**src/rtl/core/mmpa_pkg.sv**
```systemverilog
package mmpa_pkg;

    // Coordinate width of the pos_x / pos_y ports (two's complement)
    localparam int COORD_BITS = 12;
    // Magnitude bits of a non-negative coordinate
    localparam int MAG_W      = COORD_BITS - 1;

    // Width of the screen size and pitch registers
    localparam int DIM_W      = 10;
    // Common width for the coordinate against screen size compare
    localparam int CMP_W      = (MAG_W > DIM_W) ? MAG_W : DIM_W;

    localparam int OFFSET_W   = 20;
    localparam int BANK_LSB   = 13;   // bank stride 0x2000
    localparam int CFG_IDX_W  = 2;

    typedef enum logic [1:0] {
        MODE_LINEAR8 = 2'd0,
        MODE_PLANAR4 = 2'd1,
        MODE_ILV4_1B = 2'd2,
        MODE_ILV2_2B = 2'd3
    } t_video_mode;

    typedef enum logic [CFG_IDX_W-1:0] {
        CFG_VIDEO_MODE    = 2'd0,
        CFG_SCREEN_WIDTH  = 2'd1,
        CFG_SCREEN_HEIGHT = 2'd2,
        CFG_LINE_PITCH    = 2'd3
    } t_cfg_index;

    localparam t_video_mode      RST_VIDEO_MODE    = MODE_PLANAR4;
    localparam logic [DIM_W-1:0] RST_SCREEN_WIDTH  = 10'd640;
    localparam logic [DIM_W-1:0] RST_SCREEN_HEIGHT = 10'd480;
    localparam logic [DIM_W-1:0] RST_LINE_PITCH    = 10'd80;

    localparam logic [7:0] MASK_FULL  = 8'hFF;
    localparam logic [7:0] MASK_BIT7  = 8'h80;
    localparam logic [7:0] MASK_2BPP  = 8'h03;

endpackage

```
**src/rtl/core/multi_mode_pixel_address_unit.sv**
```systemverilog
// Pixel address unit for legacy PC framebuffer layouts.
//
// Input channel: one request per pixel write (i_pos_x, i_pos_y, i_pixel_color),
// taken when i_in_valid and o_in_ready are both high. Output channel: one
// framebuffer write per request (o_in_range, o_fb_offset, o_pix_mask,
// o_write_data), handed over when o_out_valid and i_out_ready are both high.
// Configuration channel: i_cfg_index selects video_mode (0), screen_width (1),
// screen_height (2) or line_pitch (3); the low bits of i_cfg_data are written
// when i_cfg_valid is high (o_cfg_ready is always high). Write it only while
// no request is in flight.
//
// Pipeline: each request goes into an input register, then one pass of
// compare, 10x10 multiply and add feeds the result register, which drives
// o_out_valid and the result outputs.
// Throughput: one request per cycle, set by the two-deep register pipeline,
// while the receiver keeps up. When the receiver stalls, the result register
// holds; one more request is still taken into the input register, after
// which o_in_ready drops. Reset clears both pipeline valid bits and loads
// the register defaults: planar 4 bpp, 640 x 480, pitch 80.
module multi_mode_pixel_address_unit
    import mmpa_pkg::*;
(
    input  logic                        i_clk,
    input  logic                        i_rst_n,

    input  logic                        i_in_valid,
    output logic                        o_in_ready,
    input  logic signed [COORD_BITS-1:0] i_pos_x,
    input  logic signed [COORD_BITS-1:0] i_pos_y,
    input  logic [31:0]                 i_pixel_color,

    output logic                        o_out_valid,
    input  logic                        i_out_ready,
    output logic                        o_in_range,
    output logic [OFFSET_W-1:0]         o_fb_offset,
    output logic [7:0]                  o_pix_mask,
    output logic [7:0]                  o_write_data,

    input  logic                        i_cfg_valid,
    output logic                        o_cfg_ready,
    input  logic [CFG_IDX_W-1:0]        i_cfg_index,
    input  logic [DIM_W-1:0]            i_cfg_data
);

    // Configuration registers
    t_video_mode        r_video_mode;
    logic [DIM_W-1:0]   r_screen_width;
    logic [DIM_W-1:0]   r_screen_height;
    logic [DIM_W-1:0]   r_line_pitch;

    // Input stage
    logic                        r_s1_valid;
    logic [COORD_BITS-1:0]       r_pos_x;
    logic [COORD_BITS-1:0]       r_pos_y;
    logic [31:0]                 r_color;

    // Result stage
    logic                        r_out_valid;
    logic                        r_in_range;
    logic [OFFSET_W-1:0]         r_fb_offset;
    logic [7:0]                  r_pix_mask;
    logic [7:0]                  r_write_data;

    logic                        out_load;
    logic                        s1_load;

    logic [CMP_W-1:0]            x_mag;
    logic [CMP_W-1:0]            y_mag;
    logic                        ok;
    logic [DIM_W-1:0]            row;
    logic [DIM_W-1:0]            col;
    logic [1:0]                  bank;
    logic [2*DIM_W-1:0]          row_bytes;
    logic [OFFSET_W:0]           offset_sum;
    logic [7:0]                  bit1_mask;
    logic [2:0]                  shift2;
    logic [7:0]                  n_pix_mask;
    logic [7:0]                  n_write_data;
    logic [OFFSET_W-1:0]         n_fb_offset;

    // Advance the result register when it is empty or being taken
    assign out_load    = !r_out_valid || i_out_ready;
    assign o_in_ready  = !r_s1_valid || out_load;
    assign s1_load     = i_in_valid && o_in_ready;
    assign o_cfg_ready = 1'b1;

    always_ff @(posedge i_clk) begin
        if (!i_rst_n) begin
            r_video_mode    <= RST_VIDEO_MODE;
            r_screen_width  <= RST_SCREEN_WIDTH;
            r_screen_height <= RST_SCREEN_HEIGHT;
            r_line_pitch    <= RST_LINE_PITCH;
        end else if (i_cfg_valid) begin
            case (t_cfg_index'(i_cfg_index))
                CFG_VIDEO_MODE:    r_video_mode    <= t_video_mode'(i_cfg_data[1:0]);
                CFG_SCREEN_WIDTH:  r_screen_width  <= i_cfg_data;
                CFG_SCREEN_HEIGHT: r_screen_height <= i_cfg_data;
                CFG_LINE_PITCH:    r_line_pitch    <= i_cfg_data;
                default: ;
            endcase
        end
    end

    // Input register: hold while the result stage is blocked
    always_ff @(posedge i_clk) begin
        if (!i_rst_n) begin
            r_s1_valid <= 1'b0;
        end else if (o_in_ready) begin
            r_s1_valid <= i_in_valid;
        end
    end

    always_ff @(posedge i_clk) begin
        if (s1_load) begin
            r_pos_x <= i_pos_x;
            r_pos_y <= i_pos_y;
            r_color <= i_pixel_color;
        end
    end

    // Range check: a set sign bit rejects, otherwise compare the magnitude
    assign x_mag = CMP_W'(r_pos_x[MAG_W-1:0]);
    assign y_mag = CMP_W'(r_pos_y[MAG_W-1:0]);
    assign ok    = !r_pos_x[COORD_BITS-1] && !r_pos_y[COORD_BITS-1]
                && (x_mag < CMP_W'(r_screen_width))
                && (y_mag < CMP_W'(r_screen_height));

    // Bank, row within bank and byte column per layout
    always_comb begin
        case (r_video_mode)
            MODE_LINEAR8: begin
                bank = 2'd0;
                row  = y_mag[DIM_W-1:0];
                col  = x_mag[DIM_W-1:0];
            end
            MODE_PLANAR4: begin
                bank = 2'd0;
                row  = y_mag[DIM_W-1:0];
                col  = DIM_W'(x_mag[DIM_W-1:3]);
            end
            MODE_ILV4_1B: begin
                bank = y_mag[1:0];
                row  = DIM_W'(y_mag[DIM_W-1:2]);
                col  = DIM_W'(x_mag[DIM_W-1:3]);
            end
            default: begin
                bank = {1'b0, y_mag[0]};
                row  = DIM_W'(y_mag[DIM_W-1:1]);
                col  = DIM_W'(x_mag[DIM_W-1:2]);
            end
        endcase
    end

    assign row_bytes  = row * r_line_pitch;
    assign offset_sum = (OFFSET_W+1)'({bank, {BANK_LSB{1'b0}}})
                      + (OFFSET_W+1)'(row_bytes)
                      + (OFFSET_W+1)'(col);

    assign bit1_mask = MASK_BIT7 >> x_mag[2:0];
    assign shift2    = 3'd6 - {x_mag[1:0], 1'b0};

    always_comb begin
        case (r_video_mode)
            MODE_LINEAR8: begin
                n_pix_mask   = MASK_FULL;
                n_write_data = r_color[7:0];
            end
            MODE_PLANAR4: begin
                n_pix_mask   = bit1_mask;
                n_write_data = r_color[7:0];
            end
            MODE_ILV4_1B: begin
                n_pix_mask   = bit1_mask;
                n_write_data = (|r_color) ? bit1_mask : 8'h00;
            end
            default: begin
                n_pix_mask   = MASK_2BPP << shift2;
                n_write_data = {6'b0, r_color[1:0]} << shift2;
            end
        endcase
    end

    assign n_fb_offset = offset_sum[OFFSET_W-1:0];

    // Result register: drop everything but the flag for an off-screen pixel
    always_ff @(posedge i_clk) begin
        if (!i_rst_n) begin
            r_out_valid <= 1'b0;
        end else if (out_load) begin
            r_out_valid <= r_s1_valid;
        end
    end

    always_ff @(posedge i_clk) begin
        if (out_load && r_s1_valid) begin
            r_in_range   <= ok;
            r_fb_offset  <= ok ? n_fb_offset : '0;
            r_pix_mask   <= ok ? n_pix_mask : 8'h00;
            r_write_data <= ok ? n_write_data : 8'h00;
        end
    end

    assign o_out_valid  = r_out_valid;
    assign o_in_range   = r_in_range;
    assign o_fb_offset  = r_fb_offset;
    assign o_pix_mask   = r_pix_mask;
    assign o_write_data = r_write_data;

    // A held request moves into a free result register on the next edge
    a_s1_advance: assert property (@(posedge i_clk) disable iff (!i_rst_n)
        r_s1_valid && out_load |=> r_out_valid)
        else $error("request lost between input and result register");

    // Off-screen pixels carry no write
    a_off_screen_zero: assert property (@(posedge i_clk) disable iff (!i_rst_n)
        r_out_valid && !r_in_range |->
            r_fb_offset == '0 && r_pix_mask == 8'h00 && r_write_data == 8'h00)
        else $error("off-screen result carries write fields");

    // An on-screen write always touches at least one bit
    a_mask_nonzero: assert property (@(posedge i_clk) disable iff (!i_rst_n)
        r_out_valid && r_in_range |-> r_pix_mask != 8'h00)
        else $error("on-screen result with empty bit mask");

endmodule

```
**config.mk**
```make
export PLATFORM = sky130hd
export DESIGN_NAME = multi_mode_pixel_address_unit
export DESIGN_NICKNAME = d
export VERILOG_FILES = /design/src/rtl/core/mmpa_pkg.sv /design/src/rtl/core/multi_mode_pixel_address_unit.sv
export SDC_FILE = /design/constraint.sdc
export NUM_CORES = 1
export LEC_CHECK = 0
export BUFFER_PORTS_ARGS = -buffer_cell sky130_fd_sc_hd__clkbuf_2
export CAP_MARGIN = 20
export CORE_ASPECT_RATIO = 1.4
export CORE_MARGIN = 2
export CORE_UTILIZATION = 40
export CTS_BUF_LIST = sky130_fd_sc_hd__clkbuf_16
export DETAILED_ROUTE_END_ITERATION = 8
export PLACE_DENSITY = 0.55
export SYNTH_ARGS = -nofsm -noshare
export SYNTH_HDL_FRONTEND = slang
export SYNTH_SLANG_ARGS = --single-unit
```
**constraint.sdc**
```tcl
create_clock -name i_clk -period 6.95 [get_ports i_clk]
set_input_delay 1.39 -clock i_clk [delete_from_list [all_inputs] [get_ports i_clk]]
set_output_delay 1.39 -clock i_clk [all_outputs]
set_load 0.01 [all_outputs]
```
Word level (Yosys, flattened, before mapping). Cells that the tools add are included.

Logic and storage cells: 53. Register bits: 127.

Add/sub/neg operators: 3. Muxes and demuxes: 6. Reduce and logical (&&, ||, !) cells: 20. Multiply operators: 1. Shift operators: 3. Order comparisons: 2. Eq/ne operators: 5.

Operators by type and width (number): 10-bit one-hot mux with 2 select lines (2); 8-bit one-hot mux with 2 select lines (2); 32-bit OR reduction (1); 11-bit by 10-bit < comparator with 1-bit output (2); 15-bit by 20-bit adder with 20-bit output (1); 20-bit by 10-bit adder with 20-bit output (1); 10-bit by 10-bit multiplier with 20-bit output (1); 8-bit two-way mux (1); 2-bit AND reduction (4); 2-bit by 3-bit << shifter with 8-bit output (1); 2-bit by 3-bit << shifter with 8-bit output, first input constant (1); 8-bit by 3-bit >> shifter with 8-bit output, first input constant (1); 2-bit equality test, second input constant (3); 1-bit logical AND (5); 2-bit by 1-bit equality test with 1-bit output, second input constant (2); 1-bit logical NOT (4); 2-bit logical NOT (2); 2-bit one-hot mux with 2 select lines (1); 2-bit OR reduction (2); 3-bit subtractor, first input constant (1); 1-bit logical OR (2).

Logic depth before layout (Yosys ltp).
Depth in word-level cells: 6. Gate-level depth with buffers: 25. Depth with buffers taken out: 23.

Worst setup path before layout. OpenSTA, ideal clock, no wires.

Kind: register to register. Start: register r_video_mode[0]. End: register r_fb_offset[19] (netlist: o_fb_offset[19]) (data pin). Clock period less this slack: 5933 ps. Arrival: 5679 ps. Cell stages (with the launch flop): 22. Slack: 1017 ps. Setup time: 254 ps. Buffers on the path: 2. Data required time: 6696 ps. Cell sequence: dfxtp_1 ha_1 clkbuf_1 nor2_1 clkbuf_1 a221o_1 nand2_1 fa_1 fa_1 fa_1 inv_1 fa_1 inv_1 fa_1 inv_1 ha_1 a2111oi_0 o21ai_1 a21boi_0 o31ai_1 xnor2_1 nor2_1.

Word-level cells in the longest chain between the ends: 6. Elaborated cells between the ends (all ways): 11. Classes of those cells: add/sub: 2; mul: 1; eq/ne: 2; mux: 3; reduce/logical: 3.

RTL lines: start: declaration (RTL line multi_mode_pixel_address_unit.sv:46) `t_video_mode r_video_mode;`; start signal: assignment (RTL line multi_mode_pixel_address_unit.sv:95) `CFG_VIDEO_MODE: r_video_mode <= t_video_mode'(i_cfg_data[1:0]);`; 2-bit by 1-bit equality test with 1-bit output or 2-bit logical NOT (tied branches) (RTL line multi_mode_pixel_address_unit.sv:130) `case (r_video_mode)`; 2-bit OR reduction (no line); 10-bit one-hot mux with 2 select lines (RTL line multi_mode_pixel_address_unit.sv:130); 10-bit by 10-bit multiplier with 20-bit output (RTL line multi_mode_pixel_address_unit.sv:154) `assign row_bytes = row * r_line_pitch;`; 15-bit by 20-bit adder with 20-bit output (RTL line multi_mode_pixel_address_unit.sv:156) `+ (OFFSET_W+1)'(row_bytes)`; 20-bit by 10-bit adder with 20-bit output * (RTL line multi_mode_pixel_address_unit.sv:157) `+ (OFFSET_W+1)'(col);`; end signal: assignment (RTL line multi_mode_pixel_address_unit.sv:197) `r_fb_offset <= ok ? n_fb_offset : '0;`; end: declaration (RTL line multi_mode_pixel_address_unit.sv:60) `logic [OFFSET_W-1:0] r_fb_offset;`.

Mark *: on every way between the ends. The rest lies on a longest branch, timed or not. A chain may end at the register's enable or synchronous reset.

Worst setup path in the final report. Same ends and word-level chain as after synthesis.

==> results.cfg <==
[status]
outcome = finished, final reports clean

[sta]
setup_violations = 0
rsz_0062_raised_after_global_routing = no
finalSetupTns_ns = 0
fraction_of_the_cycle_the_final_worst_path_needs = 0.938
max_slew.worst_pin.slew_ns = 0.930
worst_slew_margin_rel = 0.378
final-max-slew-violation-count = 0
clock-skew-final_ns = 0.00739
hold_viol_final = 0
fmax_mhz = 153
period_minus_slack_ns = 6.52

[clock_network]
clk_path_buf_depth = 2
clk_pin_slew_ns = 0.06
clock-sinks = 127
cell_chosen_for_the_clock_root = clkbuf_16
cts_made_buffers = 17
post_cts_resized = 0
postCtsSetupBuffers = 0
h-tree-depth = 4
insertion_delay_ns = 0.42
tritoncts = built
cts-hold-fix-buffers = 0

[setup_path]
end_kind = register
setup.worst_path.class = register to register
start_kind = register
crit_path_max_fanout = 19
worst-r2r-setup-slack_ns = 0.43
worstPathArrival_ns = 6.67
worstPathRequired_ns = 7.10

[final_layout]
area_delta_synth_final_pct = 15.4
mostFrequentLayoutCells = 117 x nand2_1, 112 x inv_1, 111 x clkbuf_2, 93 x edfxtp_1, 79 x ha_1
fillCellCount = 2195
fin_nets = 1225
count_of_antenna_diodes_in_the_layout = 0
instances_no_fill = 1313
post_route_cells_drive_above_1_share = 0.165
mostFrequentLayoutCell = nand2_1

[die]
design.core.area_sq_um = 22600
i_o_pin_cnt = 113
row_count = 65
die_w_um = 133
initial_utilization = 0.410
die_h_um = 184
die_area_sq_um = 24400

[routing]
detailedRoute.firstPassIterationCount = 6
detail_route.iter0.violations = 333
detailed_route_wire_length_per_cell_um = 16.5
detail_route.wirelength_mm = 21.6
route.detailed.drc = 0
via_per_inst = 5.00
num_vias = 6563
antenna_left = 0

[yosys]
portion_of_netlist_area_occupied_by_mux_cells = 0.00973
synth_seq_area_share = 0.375
register_bit_count_reported_by_yosys = 127
ys_warns = 0
synth_compound_gate_area_share = 0.106
synth_edf_count = 93
synth_area_sq_um = 9260
syn_avg_cell_area_sq_um = 10.2
ys_async_sr_fraction = 0
synth.lib_cells_used.distinct = 62
synth_top_family_by_area = adder cells
flip_flop_cell_with_the_highest_count_after_synthesis = edfxtp_1
synth_nets = 1131
synthCells = 905
post_synthesis_adder_cell_area_fraction = 0.267
synthXorXnorAreaFrac = 0.0132
synth_simple_gate_area_share = 0.164

[global_route]
grt_pass1_vias = 6981
grt_use_total = 0.189
antenna_found_initial = 0
grt_remaining_overflow = 0
grt_start_max_net_pins = 54
grt_first_pass_wirelength_mm = 35.4

[pwr]
power.density_cell_area_nw_per_um2 = 230
share_of_power_burned_in_combinational_logic = 0.276
internal-power_mw = 1.69
vdd_ir_drop_max_uv = 344
switching_power_uw = 770
switching_share = 0.313
seqPwrFrac = 0.359
p_clk_frac = 0.365
total_leakage_power_nw = 4.79

[placed_design]
place.detailed.hpwl_mm = 17.4
routabilityCongestion = 0.917
place_inst = 1281
port_buffers = 111

[job]
count_of_max_cap_constraint_violations = 0

[hold_path]
hp-class = register to register
## layout make-up
class                   count  area (sq um)  share of cell area
repair buffers            118           621              0.0581
well taps                 301           377              0.0353
clock inverters            15           169              0.0158
clock buffers              17           425              0.0398
flip-flops and latches    127          3470               0.325
inverters                 113           424              0.0397
multi-input cells         622          5190               0.486
## worst max-delay path, stage by stage (launching register included)
cell	delay, ns
dfxtp_1	0.35
inv_1	0.09
ha_1	0.22
nor2_1	0.16
nor2_1	0.08
buf_4	0.20
a221o_1	0.46
and2_1	0.25
fa_1	0.54
inv_1	0.05
fa_1	0.52
inv_1	0.05
fa_1	0.50
fa_1	0.51
fa_1	0.49
ha_1	0.43
a21oi_1	0.20
o21ai_0	0.24
a221oi_1	0.52
o31ai_1	0.17
xnor2_1	0.16
nor2_1	0.05
## cell usage after synthesis, types with 2 or more instances
library cell,instances,area share
a221o_1,8,0.0086
o211ai_1,9,0.0073
a211oi_1,4,0.0032
and3_1,17,0.011
fa_1,74,0.16
nand2_1,117,0.047
a21o_1,3,0.0024
nor3_2,3,0.0032
buf_1,2,0.00081
a221oi_2,2,0.0032
a21boi_0,15,0.012
xor2_1,8,0.0076
mux2i_1,9,0.0097
dfxtp_1,34,0.074
nand2b_1,5,0.0034
nor4_1,9,0.0061
a222oi_1,4,0.0043
and2_1,59,0.040
nor2_1,50,0.020
nor3b_1,2,0.0016
a31oi_1,4,0.0027
o21ai_0,18,0.0097
o21a_1,6,0.0049
nand3_1,15,0.0081
edfxtp_1,93,0.30
a311oi_1,2,0.0019
clkbuf_1,37,0.015
a221oi_1,4,0.0038
nand4_1,2,0.0014
nor2b_1,20,0.014
buf_2,2,0.0011
xnor2_1,6,0.0057
o21ai_1,3,0.0016
a22oi_1,7,0.0057
o31ai_1,2,0.0016
a21oi_1,30,0.016
nor3_1,6,0.0032
ha_1,79,0.11
inv_1,112,0.045
## power by group through the flow
stage                     logic [mW]  registers (mW)  clock network (mW)
after CTS                      0.691           0.882               0.920
after global routing           0.789           0.887               0.947
after detailed placement       0.687           0.898                   0
after floorplan                0.514           0.888                   0
final                          0.679           0.882               0.897
after global placement         0.683           0.898                   0
## final timing paths
check / start / end / cells after the start
setup / recovery: r_video_mode[0]$_SDFFE_PN1P_ / o_fb_offset[19]$_SDFFCE_PN0P_ / 21
hold / removal: r_screen_height[1]$_SDFFE_PN0P_ / r_screen_height[1]$_SDFFE_PN0P_ / 2
setup reg to reg: r_video_mode[0]$_SDFFE_PN1P_ / o_fb_offset[19]$_SDFFCE_PN0P_ / 21
hold reg to reg: r_screen_height[1]$_SDFFE_PN0P_ / r_screen_height[1]$_SDFFE_PN0P_ / 2
## logic make-up after synthesis
family / after synthesis
and+or+nand+nor: 310
buffers and inverters: 156
adders and majority gates: 153
AOI/OAI and AO/OA: 135
DFF: 127
xor gates and xnor gates: 14
muxes: 9
other: 1
## registers in the layout, indices dropped and copies added, names as in the netlist
register / cells
r_video_mode: 2
r_pos_x: 12
r_screen_height: 10
r_pos_y: 12
r_s1_valid: 1
o_pix_mask: 8
o_in_range: 1
o_write_data: 8
r_line_pitch: 10
o_fb_offset: 20
o_out_valid: 1
r_color: 32
r_screen_width: 10
## stage by stage
stage | setup slack [ns] | power (mW) | util | area [sq um] | hold WS [ns]
floorplan | 1.02 | 1.40 | - | 9260 | 0.442
global placement | 0.535 | 1.58 | 0.445 | 10100 | 0.455
detailed placement | 0.489 | 1.59 | 0.446 | 10100 | 0.461
CTS | 0.485 | 2.49 | 0.473 | 10700 | 0.468
global route | 0.121 | 2.62 | 0.473 | 10700 | 0.482
finish | 0.430 | 2.46 | 0.473 | 10700 | 0.465
## routing by layer
metal,global-route usage,up-vias,routed length [um]
li1,-,3249,-
met1,0.203,3104,8580
met2,0.351,170,11400
met3,0.0394,40,880
met4,0.0877,0,755
met5,0,-,0
(Power assumes the default switching activity.)
